[src/rtl/stms_pkg.sv]
// Shared types and constants for the sorted table membership search block.
// No dependencies.
`timescale 1ns / 1ps
`default_nettype none

package stms_pkg;

   localparam int TABLE_DEPTH = 16;
   localparam int KEY_W       = 32;
   localparam int IDX_W       = $clog2(TABLE_DEPTH);
   localparam int CNT_W       = $clog2(TABLE_DEPTH + 1);

   typedef enum logic [1:0] {
      FUNC_LOAD   = 2'd0,
      FUNC_SEARCH = 2'd1,
      FUNC_CLEAR  = 2'd2
   } func_type;

   typedef enum logic [3:0] {
      ST_IDLE,
      ST_SORT_RD_S,
      ST_SORT_LD_S,
      ST_SORT_RD_I,
      ST_SORT_CMP_I,
      ST_SORT_WR_LO,
      ST_SORT_WR_S,
      ST_SRCH_ADDR,
      ST_SRCH_CMP,
      ST_RESP
   } state_type;

   // controller -> datapath
   typedef struct packed {
      logic accept;
      logic drop;
      logic load;
      logic clear;
      logic rd_s;
      logic ld_s;
      logic rd_i;
      logic cmp_i;
      logic wr_lo;
      logic wr_s;
      logic probe;
      logic check;
   } ctl_cmd_type;

   // datapath -> controller
   typedef struct packed {
      logic full;
      logic need_sort;
      logic i_last;
      logic s_last;
      logic in_range;
      logic hit;
   } dp_status_type;

endpackage

`default_nettype wire

[src/rtl/stms_ram.sv]
// Generic single write port, single read port RAM with registered read data.
// No dependencies.
`timescale 1ns / 1ps
`default_nettype none

module stms_ram #(
   parameter int WIDTH = 32,
   parameter int DEPTH = 16
) (
   input  wire logic                     clock,
   input  wire logic                     wr_en,
   input  wire logic [$clog2(DEPTH)-1:0] wr_addr,
   input  wire logic [WIDTH-1:0]         wr_data,
   input  wire logic [$clog2(DEPTH)-1:0] rd_addr,
   output logic      [WIDTH-1:0]         rd_data
);

   logic [WIDTH-1:0] mem_ff [DEPTH];
   logic [WIDTH-1:0] rd_data_ff;

   always_ff @(posedge clock) begin
      if (wr_en) begin
         mem_ff[wr_addr] <= wr_data;
      end
      rd_data_ff <= mem_ff[rd_addr];
   end

   assign rd_data = rd_data_ff;

endmodule

`default_nettype wire

[src/rtl/stms_ctrl.sv]
// Controller state machine: sequences load, clear, selection sort and binary search.
// Depends on stms_pkg.
`timescale 1ns / 1ps
`default_nettype none

module stms_ctrl (
   input  wire logic                     clock,
   input  wire logic                     reset,
   input  wire logic                     start,
   input  wire logic [1:0]               req_func,
   input  wire stms_pkg::dp_status_type  dp_status,
   output stms_pkg::ctl_cmd_type         ctl_cmd,
   output logic                          busy,
   output logic                          rsp_valid
);

   stms_pkg::state_type state_ff;
   stms_pkg::state_type state_in;

   always_ff @(posedge clock) begin
      if (reset) begin
         state_ff <= stms_pkg::ST_IDLE;
      end else begin
         state_ff <= state_in;
      end
   end

   // next state
   always_comb begin
      state_in = state_ff;
      case (state_ff)
         stms_pkg::ST_IDLE: begin
            if (start) begin
               if (stms_pkg::func_type'(req_func) == stms_pkg::FUNC_SEARCH) begin
                  state_in = dp_status.need_sort ? stms_pkg::ST_SORT_RD_S
                                                 : stms_pkg::ST_SRCH_ADDR;
               end else begin
                  state_in = stms_pkg::ST_RESP;
               end
            end
         end
         stms_pkg::ST_SORT_RD_S:  state_in = stms_pkg::ST_SORT_LD_S;
         stms_pkg::ST_SORT_LD_S:  state_in = stms_pkg::ST_SORT_RD_I;
         stms_pkg::ST_SORT_RD_I:  state_in = stms_pkg::ST_SORT_CMP_I;
         stms_pkg::ST_SORT_CMP_I: begin
            state_in = dp_status.i_last ? stms_pkg::ST_SORT_WR_LO : stms_pkg::ST_SORT_RD_I;
         end
         stms_pkg::ST_SORT_WR_LO: state_in = stms_pkg::ST_SORT_WR_S;
         stms_pkg::ST_SORT_WR_S: begin
            state_in = dp_status.s_last ? stms_pkg::ST_SRCH_ADDR : stms_pkg::ST_SORT_RD_S;
         end
         stms_pkg::ST_SRCH_ADDR: begin
            state_in = dp_status.in_range ? stms_pkg::ST_SRCH_CMP : stms_pkg::ST_RESP;
         end
         stms_pkg::ST_SRCH_CMP: begin
            state_in = dp_status.hit ? stms_pkg::ST_RESP : stms_pkg::ST_SRCH_ADDR;
         end
         stms_pkg::ST_RESP:       state_in = stms_pkg::ST_IDLE;
         default:                 state_in = stms_pkg::ST_IDLE;
      endcase
   end

   // outputs
   always_comb begin
      ctl_cmd   = '0;
      busy      = 1'b1;
      rsp_valid = 1'b0;
      case (state_ff)
         stms_pkg::ST_IDLE: begin
            busy = 1'b0;
            if (start) begin
               ctl_cmd.accept = 1'b1;
               case (stms_pkg::func_type'(req_func))
                  stms_pkg::FUNC_LOAD: begin
                     ctl_cmd.drop = dp_status.full;
                     ctl_cmd.load = !dp_status.full;
                  end
                  stms_pkg::FUNC_CLEAR:  ctl_cmd.clear = 1'b1;
                  stms_pkg::FUNC_SEARCH: ;
                  default: ;
               endcase
            end
         end
         stms_pkg::ST_SORT_RD_S:  ctl_cmd.rd_s  = 1'b1;
         stms_pkg::ST_SORT_LD_S:  ctl_cmd.ld_s  = 1'b1;
         stms_pkg::ST_SORT_RD_I:  ctl_cmd.rd_i  = 1'b1;
         stms_pkg::ST_SORT_CMP_I: ctl_cmd.cmp_i = 1'b1;
         stms_pkg::ST_SORT_WR_LO: ctl_cmd.wr_lo = 1'b1;
         stms_pkg::ST_SORT_WR_S:  ctl_cmd.wr_s  = 1'b1;
         stms_pkg::ST_SRCH_ADDR:  ctl_cmd.probe = dp_status.in_range;
         stms_pkg::ST_SRCH_CMP:   ctl_cmd.check = 1'b1;
         stms_pkg::ST_RESP:       rsp_valid     = 1'b1;
         default: ;
      endcase
   end

endmodule

`default_nettype wire

[src/rtl/stms_datapath.sv]
// Datapath: key table RAM, fill count, sort pointers and search bounds.
// Depends on stms_pkg and stms_ram.
`timescale 1ns / 1ps
`default_nettype none

module stms_datapath (
   input  wire logic                                clock,
   input  wire logic                                reset,
   input  wire logic signed [stms_pkg::KEY_W-1:0]   req_key,
   input  wire stms_pkg::ctl_cmd_type               ctl_cmd,
   output stms_pkg::dp_status_type                  dp_status,
   output logic                                     rsp_status,
   output logic                                     rsp_found,
   output logic        [stms_pkg::IDX_W-1:0]        rsp_position,
   output logic        [stms_pkg::CNT_W-1:0]        rsp_entries
);

   localparam int IW = stms_pkg::IDX_W;
   localparam int CW = stms_pkg::CNT_W;
   localparam int KW = stms_pkg::KEY_W;

   logic [CW-1:0]        count_ff,  count_in;
   logic                 sorted_ff, sorted_in;
   logic [IW-1:0]        s_ff, s_in;
   logic [IW-1:0]        i_ff, i_in;
   logic [IW-1:0]        lo_ff, lo_in;
   logic signed [KW-1:0] lv_ff, lv_in;
   logic signed [KW-1:0] sv_ff, sv_in;
   logic signed [KW-1:0] key_ff, key_in;
   logic [CW-1:0]        first_ff, first_in;
   logic [CW-1:0]        lastp1_ff, lastp1_in;
   logic [IW-1:0]        mid_ff, mid_in;
   logic                 status_ff, status_in;
   logic                 found_ff, found_in;
   logic [IW-1:0]        pos_ff, pos_in;

   logic                 wr_en;
   logic [IW-1:0]        wr_addr;
   logic [KW-1:0]        wr_data;
   logic [IW-1:0]        rd_addr;
   logic [KW-1:0]        rd_data;
   logic signed [KW-1:0] rd_key;
   logic [CW:0]          mid_sum;
   logic [IW-1:0]        mid_next;

   stms_ram #(
      .WIDTH (KW),
      .DEPTH (stms_pkg::TABLE_DEPTH)
   ) u_key_table (
      .clock   (clock),
      .wr_en   (wr_en),
      .wr_addr (wr_addr),
      .wr_data (wr_data),
      .rd_addr (rd_addr),
      .rd_data (rd_data)
   );

   assign rd_key = $signed(rd_data);

   // (first + last) / 2 with last = lastp1 - 1; only used while first < lastp1
   assign mid_sum  = {1'b0, first_ff} + {1'b0, lastp1_ff} - (CW+1)'(1);
   assign mid_next = mid_sum[IW:1];

   always_comb begin
      wr_en   = ctl_cmd.load | ctl_cmd.wr_lo | ctl_cmd.wr_s;
      wr_addr = s_ff;
      wr_data = lv_ff;
      if (ctl_cmd.load) begin
         wr_addr = count_ff[IW-1:0];
         wr_data = req_key;
      end else if (ctl_cmd.wr_lo) begin
         wr_addr = lo_ff;
         wr_data = sv_ff;
      end
      rd_addr = mid_next;
      if (ctl_cmd.rd_s) begin
         rd_addr = s_ff;
      end else if (ctl_cmd.rd_i) begin
         rd_addr = i_ff;
      end
   end

   always_comb begin
      dp_status.full      = (count_ff == CW'(stms_pkg::TABLE_DEPTH));
      dp_status.need_sort = !sorted_ff && (count_ff >= CW'(2));
      dp_status.i_last    = (CW'(i_ff) + CW'(1) == count_ff);
      dp_status.s_last    = (CW'(s_ff) + CW'(2) == count_ff);
      dp_status.in_range  = (first_ff < lastp1_ff);
      dp_status.hit       = (rd_key == key_ff);
   end

   always_comb begin
      count_in  = count_ff;
      sorted_in = sorted_ff;
      s_in      = s_ff;
      i_in      = i_ff;
      lo_in     = lo_ff;
      lv_in     = lv_ff;
      sv_in     = sv_ff;
      key_in    = key_ff;
      first_in  = first_ff;
      lastp1_in = lastp1_ff;
      mid_in    = mid_ff;
      status_in = status_ff;
      found_in  = found_ff;
      pos_in    = pos_ff;

      if (ctl_cmd.accept) begin
         key_in    = req_key;
         s_in      = '0;
         first_in  = '0;
         lastp1_in = count_ff;
         status_in = ctl_cmd.drop;
         found_in  = 1'b0;
         pos_in    = '0;
      end
      if (ctl_cmd.load) begin
         count_in  = count_ff + CW'(1);
         sorted_in = 1'b0;
      end
      if (ctl_cmd.clear) begin
         count_in  = '0;
         sorted_in = 1'b1;
      end
      if (ctl_cmd.ld_s) begin
         lv_in = rd_key;
         sv_in = rd_key;
         lo_in = s_ff;
         i_in  = s_ff + IW'(1);
      end
      if (ctl_cmd.cmp_i) begin
         if (rd_key < lv_ff) begin
            lv_in = rd_key;
            lo_in = i_ff;
         end
         i_in = i_ff + IW'(1);
      end
      if (ctl_cmd.wr_s) begin
         s_in = s_ff + IW'(1);
         if (dp_status.s_last) begin
            sorted_in = 1'b1;
         end
      end
      if (ctl_cmd.probe) begin
         mid_in = mid_next;
      end
      if (ctl_cmd.check) begin
         if (dp_status.hit) begin
            found_in = 1'b1;
            pos_in   = mid_ff;
         end else if (key_ff < rd_key) begin
            lastp1_in = CW'(mid_ff);
         end else begin
            first_in = CW'(mid_ff) + CW'(1);
         end
      end
   end

   always_ff @(posedge clock) begin
      if (reset) begin
         count_ff  <= '0;
         sorted_ff <= 1'b1;
      end else begin
         count_ff  <= count_in;
         sorted_ff <= sorted_in;
      end
   end

   always_ff @(posedge clock) begin
      s_ff      <= s_in;
      i_ff      <= i_in;
      lo_ff     <= lo_in;
      lv_ff     <= lv_in;
      sv_ff     <= sv_in;
      key_ff    <= key_in;
      first_ff  <= first_in;
      lastp1_ff <= lastp1_in;
      mid_ff    <= mid_in;
      status_ff <= status_in;
      found_ff  <= found_in;
      pos_ff    <= pos_in;
   end

   assign rsp_status   = status_ff;
   assign rsp_found    = found_ff;
   assign rsp_position = pos_ff;
   assign rsp_entries  = count_ff;

endmodule

`default_nettype wire

[src/rtl/sorted_table_membership_search.sv]
// Load, clear, and search a table of up to 16 signed 32-bit keys. An item is taken when start
// is high and busy is low; its result shows on the rsp_ ports for exactly one cycle with
// rsp_valid high and must be captured then. Load, clear and the unused code go from idle
// straight to the response state. A search alternates an address state and a compare state
// for each probe, since every probe reads the key RAM and waits for its registered data, and
// a miss ends when the bounds cross. The first search after loads, with two or more keys held,
// first sorts the table by selection sort.
// Depends on stms_pkg, stms_ctrl, stms_datapath, stms_ram.
`timescale 1ns / 1ps
`default_nettype none

module sorted_table_membership_search (
   input  wire logic                              clock,
   input  wire logic                              reset,
   input  wire logic                              start,
   output logic                                   busy,
   input  wire logic [1:0]                        req_func,
   input  wire logic signed [stms_pkg::KEY_W-1:0] req_key,
   output logic                                   rsp_valid,
   output logic                                   rsp_status,
   output logic                                   rsp_found,
   output logic [stms_pkg::IDX_W-1:0]             rsp_position,
   output logic [stms_pkg::CNT_W-1:0]             rsp_entries
);

   stms_pkg::ctl_cmd_type   ctl_cmd;
   stms_pkg::dp_status_type dp_status;

   stms_ctrl u_ctrl (
      .clock     (clock),
      .reset     (reset),
      .start     (start),
      .req_func  (req_func),
      .dp_status (dp_status),
      .ctl_cmd   (ctl_cmd),
      .busy      (busy),
      .rsp_valid (rsp_valid)
   );

   stms_datapath u_datapath (
      .clock        (clock),
      .reset        (reset),
      .req_key      (req_key),
      .ctl_cmd      (ctl_cmd),
      .dp_status    (dp_status),
      .rsp_status   (rsp_status),
      .rsp_found    (rsp_found),
      .rsp_position (rsp_position),
      .rsp_entries  (rsp_entries)
   );

endmodule

`default_nettype wire

[config.mk]
export PLATFORM = sky130hd
export DESIGN_NAME = sorted_table_membership_search
export DESIGN_NICKNAME = d
export VERILOG_FILES = /design/src/rtl/stms_pkg.sv /design/src/rtl/stms_ram.sv /design/src/rtl/stms_ctrl.sv /design/src/rtl/stms_datapath.sv /design/src/rtl/sorted_table_membership_search.sv
export SDC_FILE = /design/constraint.sdc
export NUM_CORES = 1
export LEC_CHECK = 0
export BUFFER_PORTS_ARGS = -buffer_cell sky130_fd_sc_hd__buf_2
export CAP_MARGIN = 20
export CORE_MARGIN = 1.5
export CORE_UTILIZATION = 50
export CTS_CLUSTER_SIZE = 30
export DETAILED_ROUTE_END_ITERATION = 7
export GPL_ROUTABILITY_DRIVEN = 0
export MAX_ROUTING_LAYER = met4
export PLACE_DENSITY = 0.67
export SLEW_MARGIN = 30
export SYNTH_ARGS = -nofsm -noshare
export SYNTH_HDL_FRONTEND = slang
export SYNTH_SLANG_ARGS = --single-unit
[constraint.sdc]
create_clock -name clock -period 6.54 [get_ports clock]
set_input_delay 0.654 -clock clock [delete_from_list [all_inputs] [get_ports clock]]
set_output_delay 0.654 -clock clock [all_outputs]
set_load 0.02 [all_outputs]
==> results of run 1 <==
[registers in the layout, indices dropped and copies added, names as in the netlist]
name                            count
u_datapath.key_ff                  32
u_datapath.sorted_ff                1
u_datapath.rsp_position             4
u_datapath.lastp1_ff                5
u_datapath.first_ff                 5
u_datapath.lv_ff                   32
u_datapath.lo_ff                    4
u_datapath.rsp_status               1
u_datapath.sv_ff                   32
u_ctrl.state_ff                     4
u_datapath.u_key_table.rd_data     32
u_datapath.s_ff                     4
u_datapath.u_key_table.mem_ff     512
u_datapath.rsp_found                1
u_datapath.mid_ff                   4
u_datapath.rsp_entries              5
u_datapath.i_ff                     4
[logic make-up (layout without fill, tap and decap cells)]
kind of cell / after synthesis / in the layout / synth area share
AO/OA/AOI/OAI: 162 / 162 / 0.0326
XOR/XNOR: 20 / 20 / 0.00626
adder cells (fa/ha/maj): 81 / 81 / 0.0365
buffers and inverters: 162 / 317 / 0.0263
flip-flops: 682 / 682 / 0.699
multiplexers: 288 / 288 / 0.161
AND/OR/NAND/NOR: 222 / 222 / 0.0390
[worst max-delay path, cell delays in order, from the launching register on]
cell     delay, ns
dfxtp_1       0.48
nor2_2        0.27
nand3_2       0.48
nor4_4        0.39
buf_6         0.51
nor2_1        0.11
a21oi_1       0.25
o21ai_0       0.32
nor3_2        0.19
buf_4         0.54
[cells in the final DEF (no fill, tap or decap), types with 16 or more instances in the layout]
cell         n
a21oi_1     69
buf_2       49
buf_4       45
clkbuf_1    20
clkbuf_16   70
dfxtp_1     93
edfxtp_1   589
ha_1        80
inv_1       87
mux2i_1    150
mux4_2     128
nand2_1     73
nor2_1      56
nor3_2      16
o21ai_0     35
o21ai_2     17
[layout make-up]
cell class | count | share of cell area
flip-flops and latches | 682 | 0.618
clock buffers | 97 | 0.0608
clock inverters | 32 | 0.00969
multi-input cells | 773 | 0.249
well taps | 748 | 0.0296
repair buffers | 100 | 0.0225
inverters | 88 | 0.0105
[metrics by stage]
| step | area (µm²) | util | setup WS (ns) |
|---|---|---|---|
| floorplan | 28000 | - | 1.78 |
| global placement | 29200 | 0.530 | 2.52 |
| detailed placement | 29300 | 0.532 | 2.39 |
| CTS | 31600 | 0.572 | 2.37 |
| global route | 31600 | 0.573 | 2.24 |
| finish | 31600 | 0.573 | 2.59 |
[worst min-delay path by stage]
stage,endpoint,depth (start not counted),slack [ns],start
finish,u_datapath.key_ff[8],1,0.24,req_key[8]
global placement,u_datapath.rsp_found,2,0.43,u_datapath.rsp_found
global route,u_datapath.key_ff[7],1,0.21,req_key[7]
CTS,u_datapath.key_ff[7],1,0.21,req_key[7]
detailed placement,u_datapath.rsp_found,2,0.44,u_datapath.rsp_found
floorplan,u_datapath.sorted_ff,1,0.44,u_datapath.sorted_ff
[layer usage]
metal	wire length (µm)	share of wire	vias up	global-route usage
met1	26900	0.45	7506	0.311
met2	28500	0.47	372	0.343
met4	1810	0.030	0	0.0783
met5	0	0	-	-
li1	-	-	6489	-
met3	3020	0.050	104	0.0334
==> results.md, run 1 <==
- The max-capacitance violation count is 0.
- For the final database, setup skew stands at 0.0282 ns.
- Summing all flip-flop and latch instances after layout gives 19500 µm².
- The TritonCTS clock tree is done.
- The initial antenna violation count came to 0.
- From bottom edge to top edge, the die measures 240 µm.
- The cell area that synthesis handed to floorplanning was 28000 µm².
- The port buffer count is 49.
- The final hold violation count was 0.
- The critical setup path kind is reg -> reg.
- The routed design has about 60000 µm of wire.
- The worst setup path is launched from a flip-flop.
- The worst flop-to-flop path endpoint is u_datapath.u_key_table.mem_ff[12][18].
- The placed wire-length estimate is 34900 µm.
- The H-tree generated during clock tree synthesis spans 3 levels.
- From synthesis to final layout, the design area changed by 13.1%.
- The core region is 55200 µm².
- The total setup buffers inserted after CTS is 0.
- The insertion delay to the later sink of the worst-skew pair is between 0.6 and 0.7 ns.
- The floorplan step defined a die boundary enclosing roughly 57000 µm².
- The largest total area in the synthesized netlist belongs to edfxtp_1.
- The number of instances in the placed design is about 2400.
- The average wire per cell in the routed design is 23.9 µm.
- Of the synthesized area, sequential elements account for 0.699.
- The startpoint of the worst register-to-register path is u_ctrl.state_ff[1].
- Hold timing on the final database bottoms out at a slack of 0.242 ns.
- The DRC marker count from the first detailed-route iteration is 1210.
- The number of buffers inserted during clock tree synthesis is 70.
- The final number of max-transition violations is 0.
- The count of antenna-violating nets left after detailed routing is 0.
- The fraction of the cycle the final worst path needs is 0.604.
- Entering global routing, the biggest net connects between 100 and 150 pins.
- The initial utilization of the core area, before any placement, comes to 0.507.
- Based on the critical path, the design can be clocked at up to 253 MHz.
- Tracing the worst setup path back leads to its startpoint at u_ctrl.state_ff[1].
- For this run, the number of Yosys warnings is 0.
- For this run, asynchronously set or reset flops after synthesis account for 0.
- The root buffer cell chosen for the clock tree is clkbuf_16.
- The total DRC errors in the routed layout is 0.
- The die is roughly 240 µm wide.
- The wire length of the first global-routing pass is 91600 µm.
- The pin slew with the least headroom to its limit is 0.981 ns.
- The total number of vias is 14500.
- The I/O pin count is 50.
- The post-route non-filler standard cell count is 2520.
- STA classifies the critical path endpoint as a flip-flop.
- Setup repair after global routing left no endpoint under its margin.
- The synthesized instance count is ~1600.
- The worst slew margin relative to its limit is 0.346.
- The fraction of post-synthesis cell area in the top cell type by area is 0.632.
- At the end of the flow, the number of nets in the layout was 1833.
- The clock net sink count is about 700.
- No sink is reached through more buffers than the 3 on the longest clock path.
- The number of optimization iterations in the first detailed-route pass is 5.
- For flop-to-flop paths, the worst setup slack is 2.59 ns.
- The total area of multi-input combinational cells is 7890 µm².
- The final global-route overflow total is 0.
- Sorting the synthesized cells by area gives the leading types as edfxtp_1 63%, mux4_2 10%, dfxtp_1 6.7%.
- Counting I/O delays and the setup requirement, the final critical path takes around 4 ns.
- The total global routing track utilization is 0.225.
- The setup-violating endpoint count in the final report is 0.
- The worst reg-to-reg path cell count is 9.
- The tightest min-delay check is of the in -> reg type.
- For the worst setup path, the data required time is 6.78 ns.
- The arrival time at the worst endpoint is 4.19 ns.
- The via count of the first global-routing pass is 14800.
- Hold repair after CTS inserted 0 buffers.
- The total nets after synthesis is about 1700.
- The number of synthesized flops with an enable pin is 589.
- The synthesized flop and latch total is 682.
- The post-synthesis average cell area is 17.3 µm².
- The number of different library cells used by synthesis comes to 58.
- The dominant register cell in the synthesized netlist is edfxtp_1.
- The capture point of the worst path is u_datapath.u_key_table.mem_ff[12][18].
- The via count normalized by instance count is 5.74.
- In this run, post-CTS repair resized a total of 0 instances.
- edfxtp_1 is the most common cell in the netlist.
- The total negative slack is 0 ns.
- Of the cells placed in the final design, the portion with a size suffix greater than 1 is 0.217.
- Along the worst path, the maximum fanout reaches 72.
- The run finished with clean final reports.
- The total of fill cells in the finished design is slightly above 4000.
- The clock input transition at the sequential cells of the worst setup and hold paths is around 0.06 ns.
- By count the netlist is led by 589 x edfxtp_1, 150 x mux2i_1, 128 x mux4_2.
- The number of antenna diodes in the final layout is 0.
- The number of standard-cell rows in the floorplan is 86.
Power of run 1 is not shown: default switching activity piles up to over one toggle a cycle in this logic, so the estimate is an artifact.
==> run 2, diff against run 1 <==
Settings changed: PLACE_DENSITY 0.67 to 0.69.
Clock period 6.54 ns to 3.3 ns, I/O delays scaled along.
==> results.md, run 2 (synthesis gave the netlist of run 1 again) <==
- The area of the core is 55200 µm².
- The final hold violation count came to 0.
- Leaving out fill and tap cells, the most frequent cell in the layout is edfxtp_1.
- The final layout net count is 1923.
- Setup repair after global routing left no endpoint under its margin.
- The worst hold-check path type is in -> reg.
- The placed wire-length estimate is 40100 µm.
- For this configuration, the core starts out at a cell density of 0.507.
- The type of element launching the critical path is a flip-flop.
- Once detail routing completed, the nets flagged for antenna violations numbered 0.
- The max-capacitance violation count is 0.
- Entering global routing, the biggest net connects 44 pins.
- The insertion delay to the later sink of the worst-skew pair is 0.60 ns.
- The die covers ~57000 µm².
- The critical setup path kind is reg -> reg.
- The wire length of the first global-routing pass is 95000 µm.
- 50 I/O pins were placed.
- At the pin with the least slew margin, the transition time is 0.745 ns.
- The final global-route overflow total is 0.
- The maximum count of clock buffers along a single path is 3.
- The die outline height is roughly 240 µm.
- The final design instance area without fill is 33000 µm².
- The clock net sink count is 682.
- The number of standard-cell rows in the floorplan is 86.
- The tightest hold path in the finished design has a slack of 0.0614 ns.
- The TritonCTS clock tree is done.
- The run finished with clean final reports.
- The filler cells instantiated in the layout total 4005.
- The worst setup path is captured at a flip-flop.
- The master cell of the clock root buffer is clkbuf_16.
- In this run, the number of DRC markers left after iteration 0 of detailed routing was 1341.
- The register containing the most flip-flops in the final layout is u_datapath.u_key_table.mem_ff.
- The pre-antenna-repair detailed-routing pass consisted of 7 iterations.
- The total number of vias is 14900.
- Setup violations remaining at the end of the flow were counted as 0.
- In the layout the commonest cells are 589 x edfxtp_1, 150 x mux2i_1, 128 x mux4_2, 91 x dfxtp_1, 87 x inv_1.
- Summing all placed instances gives a cell area of 30200 µm².
- The worst path needs 3.15 ns of the cycle, external delays included.
- The die width is 240 µm.
- Clock skew on the completed layout was measured at 0.0155 ns.
- The final core utilization is 0.598.
- The initial antenna violation count came to 1.
- Of the available clock period, the critical path in the final layout requires 0.954.
- The total DRC errors in the routed layout is 0.
- For the worst setup path, the data required time is approximately 3.6 ns.
- Dividing the detail-routed wire length by the instance count gives roughly 24 µm.
- The total negative slack is 0 ns.
- CTS built an H-tree with a depth of 3.
- At the worst endpoint, the arrival time is 3.42 ns.
- Counting the buffers created by CTS gives between 70 and 80.
- The number of flip-flops in the largest register is 512.
- The via count normalized by instance count is around 5.7.
- The biggest fanout along the worst timing path is 31.
- In this run the tightest slew margin relative to its limit is 0.502.
- After clock tree synthesis, the clock-pin slew on the worst setup and hold paths is around 0.06 ns.
- The total setup buffers inserted after CTS is 0.
- Of the cells placed in the final design, the portion with a size suffix greater than 1 is 0.243.
- The final number of max-transition violations is 0.
- Wires add up to between 60000 and 70000 µm.
- The via count of the first global-routing pass was 15500.
- The area growth from synthesis to layout is 17.9%.
- The port buffer count is 49.
- The maximum clock rate is 318 MHz.
- In the global route stage, overall resource usage came out at 0.233.
[run 2: final cells by class]
cell class                 count  area, µm²  area share
antenna                        1       2.50   0.0000759
clock buffer                  94       2020      0.0612
clock inverter                36        440      0.0134
inverter                      88        330      0.0100
multi-input combinational    773       7960       0.241
sequential                   682      19600       0.593
tap                          748        936      0.0284
timing repair buffer         189       1750      0.0530
[run 2: what timing repair did]
item,in CTS,in global routing
resized for setup,0,2
hold endpoints to repair,30,0
hold buffers,30,0
setup endpoints to repair,0,57
[run 2: through the flow]
step | worst slack (ns) | std cells
final | 0.151 | 2611
after global routing | 0.0530 | 2611
after CTS | 0.0981 | 2610
after detailed placement | 0.115 | 2450
after global placement | 0.227 | 2450
after floorplan | 0.0393 | 1617
[run 2: path summary, 6_finish.rpt]
path                                   from                                  end  slack [ns]  cells after the start
setup / recovery  u_datapath.rsp_entries[0]  u_datapath.u_key_table.mem_ff[3][9]        0.15                      8
hold / removal                  req_key[20]                u_datapath.key_ff[20]        0.06                      1
setup reg to reg  u_datapath.rsp_entries[0]  u_datapath.u_key_table.mem_ff[3][9]        0.15                      8
hold reg to reg        u_datapath.rsp_found                 u_datapath.rsp_found        0.44                      2
[run 2: critical path, stage by stage, from the launching register on]
cell     delay (ns)
dfxtp_2        0.45
inv_1          0.13
ha_1           0.22
and3_1         0.21
or4_1          0.68
nor2_1         0.34
a21oi_4        0.17
nor3_4         0.31
buf_12         0.28
[run 2: layer usage]
metal	vias to the layer above	GRT usage	wire, µm	share of wire
met5	-	-	0	0
met4	0	0.0677	1210	0.019
met3	82	0.0362	4140	0.066
met2	525	0.368	30600	0.49
met1	7651	0.314	26600	0.43
li1	6661	-	-	-
Power of run 2 is left out for the same reason.
==> run 3, diff against run 2 <==
--- a/constraint.sdc
+++ b/constraint.sdc
@@ -3,2 +3,2 @@
 set_output_delay 0.33 -clock clock [all_outputs]
-set_load 0.02 [all_outputs]
+set_load 0.05 [all_outputs]
==> results.md, run 3 (synthesis gave the netlist of run 1 again) <==
- The arrival time at the worst endpoint is 3.34 ns.
- The worst hold path stage count is 3.
- The total overflow left after global routing is 0.
- The clock skew is 0.0216 ns.
- In this run the remaining antenna-violating nets after routing total 0.
- The worst hold path terminates at u_ctrl.state_ff[2].
- The clock input transition at the sequential cells of the worst setup and hold paths is 0.06 ns.
- The setup-violating endpoint count in the final report is 0.
- The category of the worst setup path capture point is a flip-flop.
- The fraction of layout cells with a size suffix above 1 is 0.242.
- The reg2reg setup slack is 0.24 ns.
- The top cell types in the final layout, fill and taps aside, are 589 x edfxtp_1, 150 x mux2i_1, 128 x mux4_2, 89 x dfxtp_1, 87 x inv_1.
- The worst setup path is launched from a flip-flop.
- In the final timing run, aggregate negative setup slack is 0 ns.
- The area of the core is 55200 µm².
- The area growth from synthesis to final layout is 17.7%.
- The port buffer count is 49.
- Measured along the x axis, the die boundary spans 240 µm.
- The register with the most flip-flops in the layout has 512 of them.
- The endpoint identified for the worst register-to-register timing path is u_datapath.u_key_table.mem_ff[13][26].
- The via count of the first global-routing pass is 15400.
- After detailed routing, the number of remaining DRC violations is 0.
- Dividing the detail-routed wire length by the instance count gives 24.3 µm.
- The most frequent standard cell in the layout excluding fill and tap cells is edfxtp_1.
- For the pin with the worst max-slew slack, the measured transition is 0.988 ns.
- Entering global routing, the biggest net connects 59 pins.
- The later pin in the worst-skew pair is clocked with a latency of 0.60 ns.
- The worst hold path belongs to the class in -> reg.
- The clock period minus final worst setup slack is 3.06 ns.
- The die footprint is 57400 µm².
- In the global route stage, overall resource usage came out at 0.235.
- The final core utilization is 0.597.
- CTS saw 682 sinks.
- The number of standard-cell rows in the floorplan is 86.
- The launch instance of the worst min-delay path is reset.
- The cell area after placement is 30200 µm².
- Post-CTS repair changed the size of 0 cells.
- The register with the most flip-flops in the final layout is u_datapath.u_key_table.mem_ff.
- The endpoint required time on the critical path is 3.58 ns.
- At the end of the flow, the number of nets in the layout was 1929.
- The repair_antennas step left the layout with diodes totalling 0.
- The routed wire length is about 64000 µm.
- The tree is rooted in a clkbuf_16.
- The critical setup path kind is reg -> reg.
- The floorplan step set the die height to 240 µm.
- The signal on the critical path passes through inv_1 > ha_1 > and3_1 > nor4_4 > nor2_1 > a21oi_1 > nand2b_2 > nor3_4 > buf_12.
- In this run the critical register-to-register path is launched from u_datapath.rsp_entries[0].
- The fraction of the cycle the final worst path needs is 0.927.
- The initial antenna violation count is 0.
- Clock tree synthesis inserted a total of 71 buffers.
- For this run, the slowest stage of the critical path takes 0.81 ns.
- In this run, the number of DRC markers left after iteration 0 of detailed routing was 1324.
- The finished cells cover 32900 µm².
- The final number of max-transition violations is 0.
- The flow ran to the end, and the final reports show no timing, DRC or antenna violations.
- Setup repair after global routing left no endpoint under its margin.
- The maximum level of the CTS H-tree is 3.
- Along the worst path, the maximum fanout reaches 20.
- The layout has between 4000 and 5000 filler cells.
- The max-capacitance violation count is 0.
- The number of setup buffers added after CTS is 0.
- The routed layout has approximately 15000 vias.
- The slowest cell on the critical path is nor3_4.
- TritonCTS built the clock tree.
- 50 I/O pins were placed.
- Before antenna repair, the detailed router went through 5 iterations.
- The worst slew margin relative to its limit is 0.342.
- The worst register-to-register path has a depth of 9.
- The via count normalized by instance count is 5.73.
- The wire length of the first global-routing pass is roughly 95000 µm.
- In this run the deepest clock path goes through 3 buffers.
- Buffers inserted to repair hold after CTS numbered 32.
- The placed wire-length estimate is 38000 µm.
- The initial cell density of the core is 0.507.
- The maximum clock rate is 327 MHz.
- The final hold violation count is 0.
run 3: area by class of cell:
class | instances | area, µm² | share of cell area
clock inverters | 31 | 340 | 0.0103
inverters | 88 | 330 | 0.0100
clock buffers | 99 | 2050 | 0.0621
flip-flops and latches | 682 | 19600 | 0.594
multi-input cells | 773 | 7960 | 0.242
well taps | 748 | 936 | 0.0284
repair buffers | 195 | 1770 | 0.0538
run 3: worst max path at each step:
stage                                         start                                     to  slack, ns  depth (start not counted)
after floorplan           u_datapath.rsp_entries[0]    u_datapath.u_key_table.mem_ff[0][0]       0.01                          9
after global placement      u_datapath.lastp1_ff[1]      u_datapath.u_key_table.rd_data[8]       0.30                         11
after detailed placement     u_datapath.first_ff[1]      u_datapath.u_key_table.rd_data[8]       0.26                         11
after CTS                 u_datapath.rsp_entries[0]  u_datapath.u_key_table.mem_ff[13][26]       0.23                          9
after global routing      u_datapath.rsp_entries[0]  u_datapath.u_key_table.mem_ff[13][26]       0.05                          9
final                     u_datapath.rsp_entries[0]  u_datapath.u_key_table.mem_ff[13][26]       0.24                          9
run 3: routing by layer:
layer  track usage  part of all wire  wire length [µm]  vias up
met2         0.383              0.50             31600      499
met1         0.307              0.42             26800     7706
li1              -                 -                 -     6688
met3        0.0346             0.058              3660      105
met5             -                 0                 0        -
met4        0.0733             0.023              1490        0
run 3: per-stage QoR:
stage | setup WS, ns | cells | hold slack, ns
after CTS | 0.234 | 2616 | 0.0940
after floorplan | 0.0133 | 1617 | 0.429
final | 0.241 | 2616 | 0.134
after detailed placement | 0.256 | 2454 | 0.437
after global placement | 0.304 | 2454 | 0.427
after global routing | 0.0463 | 2616 | 0.132
run 3: critical path, delay by kind of cell (launching register included):
| kind | cells | cell delay, ns |
|---|---|---|
| flops | 1 | 0.34 |
| fa+ha+maj | 1 | 0.19 |
| compound gates | 1 | 0.23 |
| simple gates | 5 | 1.57 |
| buf+inv | 2 | 0.37 |
Power of run 3 is left out for the same reason.
